===== src/rtl/core/pti_pkg.sv =====
// ----------------------------------------------------------------------------
// pti_pkg
// shared types, widths and codes of the periodic trilinear interpolator
// ----------------------------------------------------------------------------
package pti_pkg;

  localparam int SIZE_W = 13;   // grid size register width
  localparam int COMP_W = 3;    // components register width
  localparam int CFG_IDX_W = 2;
  localparam int IN_DATA_W = 144;
  localparam int OUT_DATA_W = 40;

  localparam int STORE_WORDS_DEF = 65536;
  localparam int MAX_COMPONENTS_DEF = 4;
  localparam int MAX_DIM_DEF = 4096;

  localparam logic [CFG_IDX_W-1:0] CFG_SIZE_X = 2'd0;
  localparam logic [CFG_IDX_W-1:0] CFG_SIZE_Y = 2'd1;
  localparam logic [CFG_IDX_W-1:0] CFG_SIZE_Z = 2'd2;
  localparam logic [CFG_IDX_W-1:0] CFG_COMPONENTS = 2'd3;

  localparam logic CMD_WRITE = 1'b0;

  typedef enum logic [3:0] {
    ST_IDLE, ST_LIM1, ST_LIM2, ST_LIM3, ST_WRITE, ST_MOD, ST_MODFIX,
    ST_ADR_A, ST_ADR_B, ST_ADR_C, ST_RD, ST_ML, ST_MH, ST_AC, ST_FIN
  } state_e;

  typedef enum logic [3:0] {
    OP_NONE, OP_LOAD, OP_LIM1, OP_LIM2, OP_LIM3, OP_WRITE, OP_MOD, OP_MODFIX,
    OP_ADR_A, OP_ADR_B, OP_ADR_C, OP_RD, OP_MUL_LO, OP_MUL_HI, OP_ACC, OP_EMIT
  } dp_op_e;

  typedef struct packed {
    dp_op_e            op;
    logic [2:0]        corner;
    logic [COMP_W-1:0] comp;
  } cmd_t;

  typedef struct packed {
    logic comp_last;
    logic out_busy;
  } status_t;

endpackage


===== src/rtl/core/pti_ctrl.sv =====
// ----------------------------------------------------------------------------
// pti_ctrl
// sequencer for sample writes and trilinear queries
// ----------------------------------------------------------------------------
module pti_ctrl (
  input  logic             clk_i,
  input  logic             rst_ni,
  input  logic             req_valid_i,
  input  logic             req_cmd_i,
  output logic             req_ready_o,
  input  pti_pkg::status_t status_i,
  output pti_pkg::cmd_t    cmd_o
);
  import pti_pkg::*;

  state_e            state_q, state_d;
  logic [3:0]        bit_q, bit_d;
  logic [2:0]        corner_q, corner_d;
  logic [COMP_W-1:0] comp_q, comp_d;
  logic              accept;

  assign req_ready_o = (state_q == ST_IDLE);
  assign accept = req_valid_i && req_ready_o;

  // next state
  always_comb begin
    state_d = state_q;
    unique case (state_q)
      ST_IDLE:   if (accept) state_d = (req_cmd_i == CMD_WRITE) ? ST_LIM1 : ST_MOD;
      ST_LIM1:   state_d = ST_LIM2;
      ST_LIM2:   state_d = ST_LIM3;
      ST_LIM3:   state_d = ST_WRITE;
      ST_WRITE:  state_d = ST_IDLE;
      ST_MOD:    if (bit_q == 4'd15) state_d = ST_MODFIX;
      ST_MODFIX: state_d = ST_ADR_A;
      ST_ADR_A:  state_d = ST_ADR_B;
      ST_ADR_B:  state_d = ST_ADR_C;
      ST_ADR_C:  state_d = (corner_q == 3'd7) ? ST_RD : ST_ADR_A;
      ST_RD:     state_d = ST_ML;
      ST_ML:     state_d = ST_MH;
      ST_MH:     state_d = ST_AC;
      ST_AC:     state_d = (corner_q == 3'd7) ? ST_FIN : ST_RD;
      ST_FIN:    if (!status_i.out_busy) state_d = status_i.comp_last ? ST_IDLE : ST_RD;
      default:   state_d = ST_IDLE;
    endcase
  end

  // counters
  always_comb begin
    bit_d = bit_q;
    corner_d = corner_q;
    comp_d = comp_q;
    unique case (state_q)
      ST_IDLE: begin
        bit_d = '0;
        corner_d = '0;
        comp_d = '0;
      end
      ST_MOD:  bit_d = bit_q + 4'd1;
      ST_ADR_C, ST_AC: corner_d = corner_q + 3'd1;
      ST_FIN:  if (!status_i.out_busy) comp_d = comp_q + COMP_W'(1);
      default: ;
    endcase
  end

  // datapath command
  always_comb begin
    cmd_o.corner = corner_q;
    cmd_o.comp = comp_q;
    unique case (state_q)
      ST_IDLE:   cmd_o.op = accept ? OP_LOAD : OP_NONE;
      ST_LIM1:   cmd_o.op = OP_LIM1;
      ST_LIM2:   cmd_o.op = OP_LIM2;
      ST_LIM3:   cmd_o.op = OP_LIM3;
      ST_WRITE:  cmd_o.op = OP_WRITE;
      ST_MOD:    cmd_o.op = OP_MOD;
      ST_MODFIX: cmd_o.op = OP_MODFIX;
      ST_ADR_A:  cmd_o.op = OP_ADR_A;
      ST_ADR_B:  cmd_o.op = OP_ADR_B;
      ST_ADR_C:  cmd_o.op = OP_ADR_C;
      ST_RD:     cmd_o.op = OP_RD;
      ST_ML:     cmd_o.op = OP_MUL_LO;
      ST_MH:     cmd_o.op = OP_MUL_HI;
      ST_AC:     cmd_o.op = OP_ACC;
      ST_FIN:    cmd_o.op = status_i.out_busy ? OP_NONE : OP_EMIT;
      default:   cmd_o.op = OP_NONE;
    endcase
  end

  always_ff @(posedge clk_i or negedge rst_ni) begin
    if (!rst_ni) begin
      state_q <= ST_IDLE;
      bit_q <= '0;
      corner_q <= '0;
      comp_q <= '0;
    end else begin
      state_q <= state_d;
      bit_q <= bit_d;
      corner_q <= corner_d;
      comp_q <= comp_d;
    end
  end

  a_mod_done: assert property (@(posedge clk_i) disable iff (!rst_ni)
    state_q == ST_MOD && bit_q == 4'd15 |=> state_q == ST_MODFIX)
    else $error("modulo did not finish after sixteen steps");

  a_corner_wrap: assert property (@(posedge clk_i) disable iff (!rst_ni)
    state_q == ST_AC && corner_q == 3'd7 |=> state_q == ST_FIN && corner_q == 3'd0)
    else $error("corner loop did not close");

  a_query_end: assert property (@(posedge clk_i) disable iff (!rst_ni)
    state_q == ST_FIN && !status_i.out_busy && status_i.comp_last |=> state_q == ST_IDLE)
    else $error("query did not return to idle after last component");

endmodule


===== config.mk =====
export PLATFORM = sky130hd
export DESIGN_NAME = pti_ctrl
export DESIGN_NICKNAME = d
export VERILOG_FILES = /design/src/rtl/core/pti_pkg.sv /design/src/rtl/core/pti_ctrl.sv
export SDC_FILE = /design/constraint.sdc
export NUM_CORES = 1
export LEC_CHECK = 0
export ABC_AREA = 1
export BUFFER_PORTS_ARGS = -buffer_cell sky130_fd_sc_hd__buf_2
export CORE_UTILIZATION = 50
export DETAILED_ROUTE_END_ITERATION = 8
export PLACE_DENSITY = 0.72
export SLEW_MARGIN = 0
export SYNTH_ARGS = -nofsm -noshare
export SYNTH_HDL_FRONTEND = slang
export SYNTH_SLANG_ARGS = --single-unit

===== constraint.sdc =====
create_clock -name clk_i -period 1.8 [get_ports clk_i]
set_input_delay 0.09 -clock clk_i [delete_from_list [all_inputs] [get_ports clk_i]]
set_output_delay 0.09 -clock clk_i [all_outputs]
set_load 0.02 [all_outputs]

==> results by group, run 1 <==
Run status
  – Outcome: complete, no violations

GRT
  – GRT Resource Usage Total: 21.1%
  – First-pass GRT wire length: 3.02 mm
  – Pin count of the biggest net entering global routing: 15
  – Initial antenna violation count: 0
  – Gr ovfl total: 0
  – Vias in the first global route: 742

Worst setup path
  – CP startpoint: state_q[0]
  – Crit end category: output port
  – CP Capture Point: cmd_o[9]
  – R2r setup slk: 0.39 ns
  – Crit-path max FO: 5
  – CP Class: reg2out
  – Startpoint types: register
  – RR Endpoint: state_q[2]
  – Crit path DAT: 1.58 ns
  – WP data required: 1.71 ns
  – R2R depth: 8
  – Reg-to-Reg Start: state_q[1]

STA
  – Setup violations, final: 0
  – Clock Skews: 0.00392 ns
  – Achievable Freq: 599 MHz
  – Final Hold Viols: 0
  – Max Slew Vio Count: 0
  – RSZ-0062 raised after global routing: false
  – Fin crit period: 1.67 ns
  – Crit share post-route: 92.7%
  – Final hold slack: 0.105 ns
  – Tightest Pin Transition: 0.329 ns
  – Post-Route Setup TNS: 0 ns
  – Relative slew slack: 78.0%

Route
  – # DRC: 0
  – Vias: 925
  – Number of nets still failing antenna checks after routing: 0
  – DR vias/cell: 5.17
  – Top Metal Used: met4
  – 1st-iter DRT viols: 40
  – Met1 wire length: 905 um
  – Routed wl met2: 857 um
  – Pre-Repair DR Iteration Count: 4
  – WL/cell: 10.7 um
  – Detailed Route WL: 1.92 mm
  – Met3 routed WL: 112 um

CTS
  – Setup bufs post-CTS: 0
  – Worst-skew pair later-pin latency: 0.27 ns
  – Clock root cell: clkbuf_4
  – TritonCTS clock tree: yes
  – Total CTS buffers: 3
  – CTS max path bufs: 2
  – CTS H-tree depth: 1
  – Clock slew seen by the registers of the worst setup and hold paths: 0.08 ns
  – Clk sink count: 14

Yosys
  – #FFs+latches synth: 14
  – Post-synth EDFFs: 0
  – Ys Warns: 0
  – Most used DFF post-synth: dfrtp_1
  – Seq/Total Area, Yosys: 38.7%
  – Synth area leaders: dfrtp_1 (39%), nand2_1 (21%), nand3_1 (8.3%)
  – Top cell type by total area after synthesis: dfrtp_1
  – FFs w/ async S/R, synth: 100%
  – Syn nets: 144
  – Syn avg cell area: 6.75 sq um
  – Synth Instances: 134
  – Synth top area share: 38.7%
  – Library cells used by synthesis: 17
  – Cell Area, Synth: 905 sq um

Job
  – MaxCap Viol Count: 0

Floorplan
  – Core box area: 1710 sq um
  – Die width: 44.5 um
  – Die Area: 1980 sq um
  – I/O pins: 17
  – Starting Density: 53.0%
  – Row count: 15
  – Die Ht: 44.5 um

Cells and area
  – Area of the multi-input gates: 497 sq um
  – # nets final: 166
  – Storage cell area: 350 sq um
  – Diodes inserted: 0
  – Area Overhead vs Synth: 17.0%
  – Layout cells sized above 1: 18.2%
  – Fill cells: 156
  – Post-Layout Cell Count: 179

Place
  – Routability cong.: 0.907
  – Dpl hpwl: 1.54 mm
  – Placed Cells: 175
  – IO buf count: 16

Pwr
  – Pwr Density: 468 nW/um^2
  – Maximum vdd drop: 0.374 mV
  – Leakage: 0.000638 uW

Hold path
  – Hold Path Class: in2reg
-- routing by layer --
| metal | GRT usage [%] | vias to the layer above |
|---|---|---|
| met2 | 32.4 | 31 |
| met3 | 4.49 | 6 |
| li1 | - | 465 |
| met4 | 11.5 | 0 |
| met5 | 0 | - |
| met1 | 27.8 | 423 |
-- worst min path at each step --
stage	start	slack, ns	end	depth (start not counted)
CTS	status_i[0]	0.1	state_q[3]	3
floorplan	rst_ni	-0.21	bit_q[0]	0
global placement	rst_ni	0.0006	comp_q[2]	1
finish	status_i[0]	0.10	state_q[3]	3
detailed placement	rst_ni	0.003	comp_q[2]	1
global route	status_i[0]	0.12	state_q[3]	3
-- kinds of logic after synthesis --
family / Yosys count / share of synthesized area (%)
simple gates: 86 / 39.6
flops: 14 / 38.7
buf+inv: 18 / 7.47
xor+xnor: 2 / 1.94
fa+ha+maj: 4 / 5.53
compound gates: 10 / 6.78
-- layout make-up --
type | instances | area share [%]
multi-input combinational | 102 | 46.9
sequential | 14 | 33.1
timing repair buffer | 17 | 8.51
inverter | 18 | 6.38
tap | 25 | 2.96
clock buffer | 3 | 2.13
-- placed cells by master, fill, tap and decap left out --
cell | Yosys | layout
o211ai_1 | 1 | 1
nor2_4 | 1 | 1
a21oi_1 | 3 | 3
nor3_1 | 1 | 1
o21ai_0 | 3 | 3
clkbuf_4 | 0 | 3
xor2_1 | 2 | 2
dfrtp_1 | 14 | 14
o22ai_1 | 1 | 1
nand4_1 | 1 | 1
nor2_2 | 1 | 3
nand2_2 | 1 | 3
nand3_1 | 15 | 15
dlygate4sd3_1 | 0 | 1
ha_1 | 4 | 4
nor2_1 | 16 | 14
inv_1 | 18 | 18
nand2_1 | 50 | 48
buf_2 | 0 | 16
o21ai_2 | 2 | 2
-- metrics by stage --
step	setup WS (ns)	power, uW	utilization [%]	instance area [sq um]
finish	0.131	495	62.0	1060
global route	0.00675	516	62.0	1060
CTS	0.0351	503	61.4	1050
detailed placement	0.345	334	59.5	1020
global placement	0.321	334	59.5	1020
floorplan	0.482	322	-	905
-- registers in the layout, indices dropped and copies added (netlist names) --
register and flops:
comp_q 3, corner_q 3, bit_q 4, state_q 4
-- cells in the mapped netlist (2+ instances only) --
master	number
nor2_1	16
ha_1	4
xor2_1	2
inv_1	18
o21ai_2	2
a21oi_1	3
nand2_1	50
o21ai_0	3
nand3_1	15
dfrtp_1	14
-- where the power goes --
group | switching, uW | total (uW) | leakage (uW) | internal [uW]
logic | 9.52 | 15.3 | 0.000444 | 5.77
registers | 0 | 314 | 0.000181 | 314
clock network | 88.4 | 166 | 0.0000138 | 77.4
total | 97.9 | 495 | 0.000638 | 397
-- worst max-delay path, cell delays in order, from the launching register on --
cell,delay (ns)
dfrtp_1,0.43
inv_1,0.13
nand2_1,0.11
nor2_4,0.15
nand2_2,0.11
nand2_1,0.07
nor2_1,0.05
o211ai_1,0.08
buf_2,0.18
-- repair_timing --
action / 4_1_cts / 5_1_grt
setup endpoints to repair: 0 / 3
resized for setup: 0 / 4
hold endpoints to repair: 14 / 0
hold buffers: 1 / 0
(Power assumes the default switching activity.)
==> inputs of run 2 (changes only) <==
- GPL_TIMING_DRIVEN: unset -> 0
==> results by group, run 2 (synthesis gave the netlist of run 1 again) <==
Worst setup path
  – Crit-path max FO: 7 (+2)
  – CP Class: reg2out
  – Crit path DAT: 1.63 ns (+0.05 ns)
  – Startpoint types: register
  – WP data required: 1.71 ns (about the same)
  – Crit end category: output port

Route
  – Pre-Repair DR Iteration Count: 4 (unchanged)
  – 1st-iter DRT viols: 32 (-20%)
  – # DRC: 0 (unchanged)
  – Number of nets still failing antenna checks after routing: 0 (unchanged)
  – Vias: 909 (-1.7%)
  – DR vias/cell: 5.05 (-2.3%)
  – WL/cell: 10.9 um (+1.9%)
  – Detailed Route WL: 1.96 mm (+2.5%)

Cells and area
  – Post-Layout Cell Count: 180 (+0.56%)
  – Storage cell area: 350 sq um (unchanged)
  – Area of the multi-input gates: 494 sq um (-0.50%)
  – # nets final: 166 (unchanged)
  – Area Overhead vs Synth: 18.3%
  – Commonest non-fill, non-tap cells in the layout: nand2_1 (49), inv_1 (18), buf_2 (16), nand3_1 (15)
  – Fill cells: 163 (+4.5%)
  – Commonest non-fill, non-tap cell in the layout: nand2_1
  – Top flop regs: bit_q (4), state_q (4)
  – Final core occ: 62.6% (+0.66 points)
  – Layout cells sized above 1: 18.1% (-0.12 points)
  – Diodes inserted: 0 (unchanged)

Floorplan
  – Die Ht: 44.5 um (unchanged)
  – Row count: 15 (unchanged)
  – Core box area: 1710 sq um (unchanged)
  – I/O pins: 17 (unchanged)
  – Die width: 44.5 um (unchanged)
  – Die Area: 1980 sq um (unchanged)
  – Starting Density: 53.0% (unchanged)

GRT
  – First-pass GRT wire length: 3.39 mm (+12%)
  – Vias in the first global route: 865 (+17%)
  – GRT Resource Usage Total: 23.5% (+2.4 points)
  – Initial antenna violation count: 0 (unchanged)
  – Gr ovfl total: 0 (unchanged)
  – Pin count of the biggest net entering global routing: 15 (unchanged)

Place
  – IO buf count: 16 (unchanged)
  – Dpl hpwl: 1.53 mm (-1.1%)
  – Placed Cells: 175 (unchanged)
  – Routability cong.: 0.921 (+1.6%)

STA
  – Clock Skews: 0.00221 ns (-0.00171 ns)
  – Tightest Pin Transition: 0.346 ns (+0.0170 ns)
  – Max Slew Vio Count: 0 (unchanged)
  – Crit share post-route: 95.4% (+2.6 points)
  – Setup violations, final: 0 (unchanged)
  – Relative slew slack: 76.9% (-1.1 points)
  – Achievable Freq: 583 MHz (-2.8%)
  – Fin crit period: 1.72 ns (+0.0476 ns)
  – Final Hold Viols: 0 (unchanged)
  – RSZ-0062 raised after global routing: true

Hold path
  – Hold Path Class: in2reg

CTS
  – Setup bufs post-CTS: 0 (unchanged)
  – CTS H-tree depth: 1 (unchanged)
  – CTS max path bufs: 2 (unchanged)
  – Clock slew seen by the registers of the worst setup and hold paths: 0.08 ns (about the same)
  – Clk sink count: 14 (unchanged)
  – Clock root cell: clkbuf_4
  – Total CTS buffers: 3 (unchanged)
  – TritonCTS clock tree: yes
  – Worst-skew pair later-pin latency: 0.28 ns (about the same)

Pwr
  – Leakage: 0.000645 uW (+1.1%)
  – Pwr Density: 515 nW/um^2 (+10%)
  – Maximum vdd drop: 0.522 mV (+40%)

Job
  – MaxCap Viol Count: 0 (unchanged)

Run status
  – Outcome: complete, no violations
-- run 2: cell count changes in the layout (fill, tap and decap cells not counted) --
cell and delta:
nand2_2 -1, clkbuf_8 +1, nand2_1 +1
-- run 2: critical path, cell delays in order, from the launching register on --
cell	delay, ns
dfrtp_1	0.46
nand2_1	0.18
inv_1	0.11
nand2_1	0.12
o21ai_2	0.09
nor2_1	0.14
o211ai_1	0.09
buf_2	0.16
-- run 2: what timing repair did --
item,in CTS,in global routing
gates resized for setup,0,3
endpoints found under the hold margin,14,0
endpoints found under the setup margin,0,3
hold buffers,1,0
-- run 2: metrics by stage --
step / power [uW] / area (sq um) / setup slack (ns) / TNS [ns] / hold slack (ns)
after floorplan: 322 / 905 / 0.482 / 0 / -0.206
after global placement: 334 / 1020 / 0.366 / 0 / -0.00299
after detailed placement: 334 / 1020 / 0.346 / 0 / -0.00444
after CTS: 556 / 1060 / 0.0365 / 0 / 0.0672
after global routing: 572 / 1070 / -0.0345 / -0.0345 / 0.0946
final: 551 / 1070 / 0.0835 / 0 / 0.0715
-- run 2: path summary, 6_finish.rpt --
path | from | endpoint | slack, ns | cells past startpoint
worst max-delay path | state_q[3] | cmd_o[9] | 0.08 | 7
worst min-delay path | status_i[0] | state_q[3] | 0.07 | 3
worst max register to register | state_q[1] | state_q[0] | 0.35 | 8
worst min register to register | corner_q[1] | corner_q[1] | 0.52 | 2
max in group asynchronous | rst_ni | bit_q[0] | 1.35 | 2
min in group asynchronous | rst_ni | state_q[3] | 0.22 | 2
-- run 2: layout make-up --
cell class	count	area share (%)
inverters	18	6.32
repair buffers	17	8.42
well taps	25	2.92
flip-flops and latches	14	32.7
multi-input cells	102	46.2
clock buffers	4	3.39
-- run 2: metal layers --
metal / share of wire (%) / global-route usage, % / vias up
li1: - / - / 468
met1: 45 / 29.9 / 410
met2: 48 / 40.3 / 24
met3: 4.5 / 2.45 / 7
met4: 2.0 / 10.3 / 0
met5: 0 / 0 / -
-- run 2: report_power, final --
part | internal (uW) | leakage (uW) | switching [uW]
Sequential | 314 | 0.000181 | 0
Combinational | 5.76 | 0.000443 | 9.10
Clock | 123 | 0.0000210 | 98.8
